**src/hw/rtl/dtq_pkg.sv**
```systemverilog
`timescale 1ns / 1ps
// ============================================================================
// dtq_pkg - drop-tail queue shared definitions
// Widths, reset values, function codes and parameter defaults.
// ============================================================================
package dtq_pkg;

    localparam int QUEUE_DEPTH_DEFAULT = 64;
    localparam int HANDLE_BITS_DEFAULT = 32;

    localparam int ID_W    = 32;   // packet_id / sent_packet port width
    localparam int LEN_W   = 7;    // queue_length and capacity width
    localparam int CNT_W   = 32;   // statistics counters
    localparam int RATIO_W = 16;   // 0.16 drop ratio

    localparam int DIVIDEND_W = CNT_W + RATIO_W;
    localparam int DIVISOR_W  = CNT_W;

    localparam logic [LEN_W-1:0] CAP_RESET = 7'd64;

    typedef enum logic [1:0] {
        FUNC_ARRIVE  = 2'd0,
        FUNC_REQUEST = 2'd1,
        FUNC_CLEAR   = 2'd2,
        FUNC_STATS   = 2'd3
    } func_t;

    localparam logic ADDR_CAPACITY = 1'b0;

endpackage

```
**src/hw/rtl/dtq_store.sv**
```systemverilog
`timescale 1ns / 1ps
// ============================================================================
// dtq_store - handle storage
// One write port, one read port, registered read data.
// ============================================================================
module dtq_store
    import dtq_pkg::*;
#(
    parameter int DEPTH = QUEUE_DEPTH_DEFAULT,
    parameter int WIDTH = HANDLE_BITS_DEFAULT
)
(
    input  logic                     clk,
    input  logic                     we,
    input  logic [$clog2(DEPTH)-1:0] waddr,
    input  logic [WIDTH-1:0]         wdata,
    input  logic [$clog2(DEPTH)-1:0] raddr,
    output logic [WIDTH-1:0]         rdata
);

    logic [WIDTH-1:0] mem [DEPTH];
    logic [WIDTH-1:0] rdata_reg;

    always_ff @(posedge clk)
    begin
        if (we)
        begin
            mem[waddr] <= wdata;
        end
        rdata_reg <= mem[raddr];
    end

    assign rdata = rdata_reg;

endmodule

```
**src/hw/rtl/dtq_div.sv**
```systemverilog
`timescale 1ns / 1ps
// ============================================================================
// dtq_div - serial restoring divider
// One quotient bit per cycle; done pulses for one cycle with the quotient.
// ============================================================================
module dtq_div
    import dtq_pkg::*;
(
    input  logic                  clk,
    input  logic                  rst_n,
    input  logic                  start,
    input  logic [DIVIDEND_W-1:0] dividend,
    input  logic [DIVISOR_W-1:0]  divisor,
    output logic                  done,
    output logic [DIVIDEND_W-1:0] quotient
);

    localparam int STEP_W = $clog2(DIVIDEND_W);
    localparam logic [STEP_W-1:0] LAST_STEP = STEP_W'(DIVIDEND_W - 1);

    logic [DIVIDEND_W-1:0] dq_reg, dq_next;
    logic [DIVISOR_W-1:0]  rem_reg, rem_next;
    logic [DIVISOR_W-1:0]  dvs_reg;
    logic [STEP_W-1:0]     step_reg, step_next;
    logic                  run_reg, run_next;
    logic                  done_reg, done_next;

    logic [DIVISOR_W:0] shifted;
    logic [DIVISOR_W:0] diff;
    logic               fits;

    assign shifted = {rem_reg, dq_reg[DIVIDEND_W-1]};
    assign diff    = shifted - {1'b0, dvs_reg};
    assign fits    = (shifted >= {1'b0, dvs_reg});

    always_comb
    begin
        dq_next   = dq_reg;
        rem_next  = rem_reg;
        step_next = step_reg;
        run_next  = run_reg;
        done_next = 1'b0;
        if (run_reg)
        begin
            dq_next  = {dq_reg[DIVIDEND_W-2:0], fits};
            rem_next = fits ? diff[DIVISOR_W-1:0] : shifted[DIVISOR_W-1:0];
            if (step_reg == LAST_STEP)
            begin
                run_next  = 1'b0;
                done_next = 1'b1;
            end
            else
            begin
                step_next = step_reg + 1'b1;
            end
        end
    end

    always_ff @(posedge clk or negedge rst_n)
    begin
        if (!rst_n)
        begin
            run_reg  <= 1'b0;
            done_reg <= 1'b0;
            step_reg <= '0;
        end
        else if (start)
        begin
            run_reg  <= 1'b1;
            done_reg <= 1'b0;
            step_reg <= '0;
        end
        else
        begin
            run_reg  <= run_next;
            done_reg <= done_next;
            step_reg <= step_next;
        end
    end

    always_ff @(posedge clk)
    begin
        if (start)
        begin
            dq_reg  <= dividend;
            rem_reg <= '0;
            dvs_reg <= divisor;
        end
        else
        begin
            dq_reg  <= dq_next;
            rem_reg <= rem_next;
        end
    end

    assign done     = done_reg;
    assign quotient = dq_reg;

endmodule

```
**src/hw/rtl/drop_tail_packet_queue.sv**
```systemverilog
`timescale 1ns / 1ps
// ============================================================================
// drop_tail_packet_queue - output-port drop-tail queue with idle-link bypass
// Arrivals bypass to an idle link, queue below capacity, or drop and count.
// Requests pop the head; clear empties the queue; a statistics read returns
// the window drop ratio through a serial divider.
// ============================================================================
//
//  channel   handshake                  payload
//  -------   -------------------------  ---------------------------------------
//  command   start & !busy accepts      func, packet_id
//  result    done, one cycle            sent, sent_packet, dropped,
//                                       queue_length, total_dropped, drop_ratio
//  config    APB write, psel&penable    paddr, pwdata -> queue_capacity
//
//  Arrival, request and clear items pass from accept (registered store read)
//  through S_EXEC, which updates the queue and registers the done strobe.
//  A statistics read with arrivals seen waits in S_DIV for the serial divider
//  (48 iterations for the 48-bit dividend); without arrivals it ends in S_EXEC.
//  busy is high from accept until done; start is ignored meanwhile.
//  The receiver cannot stall: done is shown for one cycle only.
//  Reset (rst_n low, async) empties the queue, marks the link idle, zeroes the
//  counters and sets queue_capacity to 64. Store contents are not cleared.
// ============================================================================
module drop_tail_packet_queue
    import dtq_pkg::*;
#(
    parameter int QUEUE_DEPTH = QUEUE_DEPTH_DEFAULT,
    parameter int HANDLE_BITS = HANDLE_BITS_DEFAULT
)
(
    input  logic               clk,
    input  logic               rst_n,
    // command
    input  logic               start,
    output logic               busy,
    input  logic [1:0]         func,
    input  logic [ID_W-1:0]    packet_id,
    // result
    output logic               done,
    output logic               sent,
    output logic [ID_W-1:0]    sent_packet,
    output logic               dropped,
    output logic [LEN_W-1:0]   queue_length,
    output logic [CNT_W-1:0]   total_dropped,
    output logic [RATIO_W-1:0] drop_ratio,
    // configuration
    input  logic               psel,
    input  logic               penable,
    input  logic               pwrite,
    input  logic [2:0]         paddr,
    input  logic [31:0]        pwdata,
    output logic [31:0]        prdata,
    output logic               pready
);

    localparam int IDX_W = $clog2(QUEUE_DEPTH);
    // handle bits kept from the 32-bit port
    localparam int KEEP  = (HANDLE_BITS < ID_W) ? HANDLE_BITS : ID_W;
    localparam logic [IDX_W-1:0] LAST_IDX = IDX_W'(QUEUE_DEPTH - 1);
    localparam logic [CNT_W-1:0] CNT_MAX  = '1;
    localparam logic [DIVIDEND_W-1:0] RATIO_MAX = DIVIDEND_W'({RATIO_W{1'b1}});

    typedef enum logic [1:0] {
        S_IDLE,
        S_EXEC,
        S_DIV
    } state_t;

    function automatic logic [CNT_W-1:0] sat_inc(input logic [CNT_W-1:0] v);
        return (v == CNT_MAX) ? v : v + 1'b1;
    endfunction

    // ---------------------------------------------------------------- state
    state_t                 state_reg, state_next;
    func_t                  func_reg;
    logic [HANDLE_BITS-1:0] handle_reg;

    logic [LEN_W-1:0] cap_reg;
    logic [IDX_W-1:0] head_reg, head_next;
    logic [LEN_W-1:0] held_reg, held_next;
    logic             link_idle_reg, link_idle_next;
    logic [CNT_W-1:0] total_reg, total_next;
    logic [CNT_W-1:0] arr_reg, arr_next;
    logic [CNT_W-1:0] wdrop_reg, wdrop_next;

    // registered result
    logic               done_reg, done_next;
    logic               sent_reg, sent_next;
    logic [ID_W-1:0]    pkt_reg, pkt_next;
    logic               dropped_reg, dropped_next;
    logic [LEN_W-1:0]   qlen_reg, qlen_next;
    logic [CNT_W-1:0]   tot_out_reg, tot_out_next;
    logic [RATIO_W-1:0] ratio_reg, ratio_next;

    // store and divider hookup
    logic                   st_we;
    logic [IDX_W-1:0]       st_waddr;
    logic [HANDLE_BITS-1:0] st_rdata;
    logic                   div_start;
    logic                   div_done;
    logic [DIVIDEND_W-1:0]  div_q;

    logic [LEN_W-1:0] cap_eff;
    logic [31:0]      slot_sum;
    logic             accept;
    logic             cfg_write;

    assign accept    = start && (state_reg == S_IDLE);
    assign cfg_write = psel && penable && pwrite;

    // capacity beyond the store depth behaves as the depth
    assign cap_eff  = (32'(cap_reg) > 32'(QUEUE_DEPTH)) ? LEN_W'(QUEUE_DEPTH) : cap_reg;
    // tail slot; head + held stays below twice the depth
    assign slot_sum = 32'(head_reg) + 32'(held_reg);
    assign st_waddr = (slot_sum >= 32'(QUEUE_DEPTH)) ? IDX_W'(slot_sum - 32'(QUEUE_DEPTH))
                                                     : IDX_W'(slot_sum);

    dtq_store #(
        .DEPTH (QUEUE_DEPTH),
        .WIDTH (HANDLE_BITS)
    ) u_store (
        .clk   (clk),
        .we    (st_we),
        .waddr (st_waddr),
        .wdata (handle_reg),
        .raddr (head_reg),
        .rdata (st_rdata)
    );

    dtq_div u_div (
        .clk      (clk),
        .rst_n    (rst_n),
        .start    (div_start),
        .dividend ({wdrop_reg, {RATIO_W{1'b0}}}),
        .divisor  (arr_reg),
        .done     (div_done),
        .quotient (div_q)
    );

    // ------------------------------------------------------------ sequencer
    always_comb
    begin
        state_next     = state_reg;
        head_next      = head_reg;
        held_next      = held_reg;
        link_idle_next = link_idle_reg;
        total_next     = total_reg;
        arr_next       = arr_reg;
        wdrop_next     = wdrop_reg;
        st_we          = 1'b0;
        div_start      = 1'b0;

        done_next    = 1'b0;
        sent_next    = sent_reg;
        pkt_next     = pkt_reg;
        dropped_next = dropped_reg;
        qlen_next    = qlen_reg;
        tot_out_next = tot_out_reg;
        ratio_next   = ratio_reg;

        case (state_reg)
            S_IDLE:
            begin
                if (accept)
                begin
                    state_next = S_EXEC;
                end
            end
            S_EXEC:
            begin
                sent_next    = 1'b0;
                pkt_next     = '0;
                dropped_next = 1'b0;
                ratio_next   = '0;
                done_next    = 1'b1;
                state_next   = S_IDLE;
                case (func_reg)
                    FUNC_ARRIVE:
                    begin
                        arr_next = sat_inc(arr_reg);
                        if (link_idle_reg)
                        begin
                            link_idle_next = 1'b0;
                            sent_next      = 1'b1;
                            pkt_next       = ID_W'(handle_reg[KEEP-1:0]);
                        end
                        else if (held_reg < cap_eff)
                        begin
                            st_we     = 1'b1;
                            held_next = held_reg + 1'b1;
                        end
                        else
                        begin
                            dropped_next = 1'b1;
                            wdrop_next   = sat_inc(wdrop_reg);
                            total_next   = sat_inc(total_reg);
                        end
                    end
                    FUNC_REQUEST:
                    begin
                        if (held_reg != '0)
                        begin
                            sent_next = 1'b1;
                            pkt_next  = ID_W'(st_rdata[KEEP-1:0]);
                            head_next = (head_reg == LAST_IDX) ? '0 : head_reg + 1'b1;
                            held_next = held_reg - 1'b1;
                        end
                        else
                        begin
                            link_idle_next = 1'b1;
                        end
                    end
                    FUNC_CLEAR:
                    begin
                        held_next  = '0;
                        total_next = '0;
                    end
                    default:
                    begin
                        // statistics read: divider latches operands now
                        arr_next   = '0;
                        wdrop_next = '0;
                        if (arr_reg != '0)
                        begin
                            div_start  = 1'b1;
                            done_next  = 1'b0;
                            state_next = S_DIV;
                        end
                    end
                endcase
                qlen_next    = held_next;
                tot_out_next = total_next;
            end
            S_DIV:
            begin
                if (div_done)
                begin
                    ratio_next = (div_q > RATIO_MAX) ? {RATIO_W{1'b1}}
                                                     : div_q[RATIO_W-1:0];
                    done_next  = 1'b1;
                    state_next = S_IDLE;
                end
            end
            default:
            begin
                state_next = S_IDLE;
            end
        endcase
    end

    always_ff @(posedge clk or negedge rst_n)
    begin
        if (!rst_n)
        begin
            state_reg     <= S_IDLE;
            cap_reg       <= CAP_RESET;
            head_reg      <= '0;
            held_reg      <= '0;
            link_idle_reg <= 1'b1;
            total_reg     <= '0;
            arr_reg       <= '0;
            wdrop_reg     <= '0;
            done_reg      <= 1'b0;
        end
        else
        begin
            state_reg     <= state_next;
            head_reg      <= head_next;
            held_reg      <= held_next;
            link_idle_reg <= link_idle_next;
            total_reg     <= total_next;
            arr_reg       <= arr_next;
            wdrop_reg     <= wdrop_next;
            done_reg      <= done_next;
            if (cfg_write && (paddr[2] == ADDR_CAPACITY))
            begin
                cap_reg <= pwdata[LEN_W-1:0];
            end
        end
    end

    // payload registers, no reset
    always_ff @(posedge clk)
    begin
        if (accept)
        begin
            func_reg   <= func_t'(func);
            handle_reg <= HANDLE_BITS'(packet_id[KEEP-1:0]);
        end
        sent_reg    <= sent_next;
        pkt_reg     <= pkt_next;
        dropped_reg <= dropped_next;
        qlen_reg    <= qlen_next;
        tot_out_reg <= tot_out_next;
        ratio_reg   <= ratio_next;
    end

    // ---------------------------------------------------------------- ports
    assign busy          = (state_reg != S_IDLE);
    assign done          = done_reg;
    assign sent          = sent_reg;
    assign sent_packet   = pkt_reg;
    assign dropped       = dropped_reg;
    assign queue_length  = qlen_reg;
    assign total_dropped = tot_out_reg;
    assign drop_ratio    = ratio_reg;

    assign pready = 1'b1;
    assign prdata = (paddr[2] == ADDR_CAPACITY) ? 32'(cap_reg) : '0;

endmodule

```
**config.mk**
```make
export PLATFORM = sky130hd
export DESIGN_NAME = drop_tail_packet_queue
export DESIGN_NICKNAME = d
export VERILOG_FILES = /design/src/hw/rtl/dtq_pkg.sv /design/src/hw/rtl/dtq_store.sv /design/src/hw/rtl/dtq_div.sv /design/src/hw/rtl/drop_tail_packet_queue.sv
export SDC_FILE = /design/constraint.sdc
export NUM_CORES = 2
export LEC_CHECK = 0
export ABC_AREA = 1
export BUFFER_PORTS_ARGS = -buffer_cell sky130_fd_sc_hd__buf_2
export CAP_MARGIN = 5
export CORE_ASPECT_RATIO = 1.4
export CORE_UTILIZATION = 60
export DETAILED_ROUTE_END_ITERATION = 8
export PLACE_DENSITY = 0.77
export SLEW_MARGIN = 20
export SYNTH_ARGS = -nofsm -noshare
export SYNTH_HDL_FRONTEND = slang
export SYNTH_SLANG_ARGS = --single-unit
```
**constraint.sdc**
```tcl
create_clock -name clk -period 7.1 [get_ports clk]
set_clock_uncertainty 0.05 [all_clocks]
set_input_delay 0.71 -clock clk [delete_from_list [all_inputs] [get_ports clk]]
set_output_delay 0.71 -clock clk [all_outputs]
set_load 0.02 [all_outputs]
```
Word level (Yosys, flattened, before mapping)
Memories as Yosys holds them, arrays and structs flattened. A register that Yosys moved wholly into a read port is not among the register bits.
Index checks and enable logic that the tools add are counted.
W data, S select, Z words.
{ "word_totals": {"reg_bits": 363, "ram_bits": 2048, "inputBits": 75, "out_inout_bits": 124, "elab_cells": 142, "n_memories": 1} }
{ "classes": {"n_addsub": 10, "magnitude_cmp": 5, "eq_ne": 17, "n_mux": 60, "n_bitwise": 3, "reduce_logical": 22} }
{ "memory_table": {"columns": ["memory", "depth", "width", "rd", "rd_clocked_by_memory_dff", "write_ports", "line_no", "text"], "rows": [
  ["u_store.mem", 64, 32, 1, 1, 1, "dtq_store.sv:21", "logic [WIDTH-1:0] mem [DEPTH];"]
]} }
{ "op_table": {"columns": ["operator", "n"], "rows": [
  ["$mux W32", 10],
  ["$pmux W32 S2", 4],
  ["$add A32 B1 Y32 const B", 3],
  ["$eq A32 B32 Y1 const B", 3],
  ["$mux W48", 2],
  ["$gt A48 B16 Y1 const B", 1],
  ["$mux W7", 5],
  ["$ge A33 B32 Y1", 1],
  ["$mux W16", 2],
  ["$pmux W16 S2", 1],
  ["$reduce_bool A32 Y1", 1],
  ["$sub A32 B32 Y32", 1],
  ["$mux W6", 5],
  ["$mux W1", 22],
  ["$pmux W7 S3", 1],
  ["$ne A2 B2 Y1 const B", 7],
  ["$add A6 B1 Y6 const B", 2],
  ["$eq A6 B6 Y1 const B", 2],
  ["$reduce_and A3 Y1", 3],
  ["$add A6 B7 Y8", 1],
  ["$ge A8 B7 Y1 const B", 1],
  ["$mux W2", 4],
  ["$reduce_bool A2 Y1", 4],
  ["$add A7 B1 Y7 const B", 1],
  ["other kinds (17)", 30]
]} }

Longest topological paths before layout
{ "depth": {"word_depth": 9, "depth_mapped": 18, "ltp_nobuf": 17} }

Modules after synthesis
A second synthesis with hierarchy kept.
{ "hier_totals": {"hier_cells": 9388, "hier_area_um2": 103688.2} }
{ "modules_own_cells": {"columns": ["module", "n_inst", "cells_each", "area_per_inst_um2", "seq_area_each_um2"], "rows": [
  ["dtq_store", 1, 6769, 82785.6, 62139.6],
  ["drop_tail_packet_queue", 1, 1546, 13262.7, 6698.9],
  ["dtq_div", 1, 1073, 7639.8, 3243.1]
]} }

Worst setup path before layout
Ideal clock, no wire load.
{ "synth_timing": {"kind": "reg2reg", "start": "register state_reg[1]", "end": "memory u_store.mem[0][0] in the netlist's numbering (enable)", "setup_time_ps": 421, "arrival_ps": 4521, "t_required_ps": 6629, "path_slack_ps": 2108, "stages_incl_launch_ff": 8, "path_buffers": 1, "period_less_slack_ps": 4992, "path_cell_list": "dfrtp_1 inv_1 ha_1 buf_2 nand3_1 nor2_4 nand2_2 nor2_1"} }
{ "synth_between": {"elab_chain_cells": 4} }
{ "synth_rtl": {"columns": ["item", "line_no", "text"], "rows": [
  ["from (decl)", "drop_tail_packet_queue.sv:75", "state_t state_reg, state_next;"],
  ["from (signal assigned)", "drop_tail_packet_queue.sv:268", "state_reg <= state_next;"],
  ["$eq A2 B1 Y1", "drop_tail_packet_queue.sv:162", "case (state_reg)"],
  ["$mux W1", "drop_tail_packet_queue.sv:162", null],
  ["$mux W1", "dtq_store.sv:26", "if (we)"],
  ["$mux W1 (not written as such)", "dtq_store.sv:28", "mem[waddr] <= wdata;"],
  ["to (decl)", "dtq_store.sv:21", null]
]} }
No other way between the ends.

==> metrics <==
outcome=complete, no violations; critical path's most frequent cell=buf_4; Hold Path Class=in2reg; total number of vias=between 60000 and 70000; first-pass GRT wire length=roughly 390 mm; DR iter-0 viols=9099; Slew Limit Headroom=0.2126; initial antenna violation count=8; setup ws final=roughly 2600 ps; crit path time final=about 4500 ps; RR Endpoint=u_store.rdata[9]; CP Capture Point=u_store.rdata[9]; Top reg by flops=u_store.mem; Root Buffer=clkbuf_16; Setup-failing EPs final=0; Die Span Y=about 490 um; Nets=~8500; Crit Path Max Fanout=around 110; Max rail drop VDD=between 0.4 and 0.5 mV; synthesized cell area=100300 um2; Adder-Cell Fraction of Synth Area=0.007635; Cells after Synth=around 8300; CTS tree=built; IO Pins=between 150 and 200; Crit Path Class=reg2reg; Slew Limit Fails=0; vias in the first global route=~66000; max-cap check violation count=0; Largest register FFs=2048; max incr delay on CP=between 1000 and 1500 ps; Buffers on Ports=approximately 150; P&R area growth vs syn=10.48%; Die X=347.5 um; pre-CTS WS=about 2700 ps; DR pass1 iterations=8; Required @ worst endpoint=7850 ps; CTS Buffer Depth=3; site row count=about 180; ratio of cells with drive above 1 in the final layout=0.08922; H-tree depth=4; Achievable Freq=between 200 and 250 MHz; Pwr Density=roughly 390 nW/um2; Main synth FF type=edfxtp_1; GRT overflow=0; WL per Instance=between 20 and 25 um; Clock transition at path regs=about 60 ps; Reg2Reg Depth=8; CP cell instances=buf_4 > buf_4 > o21ai_0 > o22ai_1 > o211ai_1 > nand4_1 > nand2_1 > a21oi_1; Worst setup SP type=flop; Least-Margin Pin Slew=between 1000 and 1500 ps; CTS buffer count=212; EDFF count, synth=about 2200; mux cell area share after synthesis=0.0001123; DRC Markers=0; setup TNS=0 ps; die area=approximately 170000 um2; via/cell ratio=about 6.4; routability cong.=0.9374; fraction of synthesized cell area in xor and xnor cells=0.004890; Final period util=0.6327; crit end category=flop; final wirelength=265.4 mm; R2R Path Start=head_reg[0]; register area share after synthesis=0.7171; largest family of logic cells by synthesized area=simple AND/OR/NAND/NOR gates; syn avg cell area=approximately 12 um2; Reg2Reg Setup Slack=2610 ps; core area=166100 um2; CP arrival=~5300 ps; Yosys warnings=0; antenna-violating nets left=0; Synth async-reset ratio=0.05239; Pleak=approximately 38 nW; #FFs+latches synth=approximately 2400; Yosys cell types=between 50 and 60; clk sink count=about 2400; launch point of the worst path=head_reg[0]; simple-gate share of the synthesized area=0.1198; worst skew pair latency=880 ps; Synth Area in Compound Gates=0.1143; cell at the slowest stage of the critical path=dfrtp_4; post-DP HPWL=roughly 140 mm; GRT Total Usage=0.3101; pin count of the biggest net entering global routing=about 230; Initial Util=0.6039; RSZ-0062 raised after global routing=false; Fin. Hold Viols=0; PostCTS Resize Cnt=0
-- metal layers --
layer / GRT usage / vias up / part of all wire
met5: 0 / - / 0.000094
met1: 0.3852 / 33120 / 0.35
met3: 0.05523 / 725 / 0.11
met2: 0.5157 / 4066 / 0.48
met4: 0.1746 / 4 / 0.058
li1: - / 30210 / -
-- cell usage in the layout, fill, tap and decap left out, types with 38 or more instances in the layout --
cell type  synthesis  layout
a21oi_1          159     159
buf_2            142     144
buf_4             39     109
clkbuf_1         312      53
clkbuf_16          0     214
dfrtp_1          126     122
dfxtp_1           80      80
edfxtp_1        2235    2235
ha_1              58      56
inv_1            317     314
nand2_1          958     957
nand3_1          397     397
nand4_1           81      81
nor2_1          1310    1244
nor2_4             7      72
nor3_1            53      53
o211ai_1          78      78
o21ai_0         1146    1145
o221ai_1         188     188
o22ai_1          309     309
xor2_1            38      38
-- cell usage after synthesis (5+ instances only) --
cell type	instances	area (um2)
o31ai_1	21	157.7
buf_1	23	86.33
dfrtp_1	126	3153
o21ai_1	18	90.09
nor2_1	1310	4917
o211ai_1	78	585.6
nand3_1	397	1987
o21bai_1	5	37.54
nand2_2	16	100.1
o22ai_1	309	1933
a21boi_0	6	45.04
clkbuf_1	312	1171
buf_4	39	292.8
inv_1	317	1190
nand2_1	958	3596
nor2_2	6	37.54
buf_6	7	78.83
o31ai_2	6	75.07
o21ai_0	1146	5736
nand4_1	81	506.7
ha_1	58	725.7
o221ai_1	188	1647
a21oi_1	159	795.8
dfxtp_1	80	1602
nor3_1	53	265.3
nor2_4	7	78.83
inv_2	10	37.54
clkinv_1	6	22.52
a22o_1	32	280.3
xor2_1	38	332.8
nor4_1	19	118.9
or2_2	15	93.84
buf_2	142	710.7
and2_1	10	62.56
xnor2_1	18	157.7
edfxtp_1	2235	67110
-- where the power goes --
| group | switching (W) | internal (W) |
|---|---|---|
| Clock | 0.00518 | 0.00624 |
| Sequential | 0.000676 | 0.0172 |
| Combinational | 0.0101 | 0.00354 |
| Total | 0.0160 | 0.0270 |
-- repair_timing --
action	CTS	global route
setup endpoints to repair	0	0
buffers inserted	0	0
hold buffers	36	0
hold endpoints to repair	107	0
-- critical path, delay by kind of cell (launching register included) --
kind	cells	cell delay [ps]
compound gates	4	910
buf+inv	2	1840
simple gates	2	460
flops	1	1030
-- stage by stage --
step	cell area (um2)	util	hold WS, ps	total power [W]	cells
final	110800	0.6672	48.69	0.04297	10670
after global placement	103000	0.6204	384.4	0.03093	10210
after detailed placement	103300	0.6218	387.2	0.03143	10220
after floorplan	100400	-	364.4	0.02679	8319
after global routing	110800	0.6671	49.87	0.04467	10670
after CTS	110600	0.6657	11.94	0.04275	10660
-- worst min-delay path by stage --
stage | start | to | slack, ps | cells after the start
floorplan | rst_n | arr_reg[0] | 360 | 0
global placement | u_div.quotient[5] | u_div.quotient[6] | 380 | 2
detailed placement | u_div.quotient[6] | u_div.quotient[7] | 390 | 2
CTS | pwdata[2] | cap_reg[2] | 10 | 3
global route | pwdata[2] | cap_reg[2] | 50 | 3
finish | pwdata[2] | cap_reg[2] | 50 | 3
-- layout make-up --
type                            count  area, um2
Antenna cell                        2      5.005
Sequential cell                  2443      71930
Inverter                          335       1290
Multi-Input combinational cell   5017      25360
Clock inverter                    116       1147
Fill cell                       11350      55280
Clock buffer                      283       5774
Tap cell                         2148       2688
Timing Repair Buffer              324       2613
-- cells by family (layout without fill, tap and decap cells) --
family | count (synthesis) | count (layout)
muxes | 1 | 1
buffers and inverters | 859 | 1058
xor gates and xnor gates | 56 | 56
adders and majority gates | 60 | 60
AOI/OAI and AO/OA | 1980 | 1980
and+or+nand+nor | 2894 | 2894
other | 2 | 28
DFF | 2443 | 2443
No activity file was read; power rests on OpenSTA's default activity.
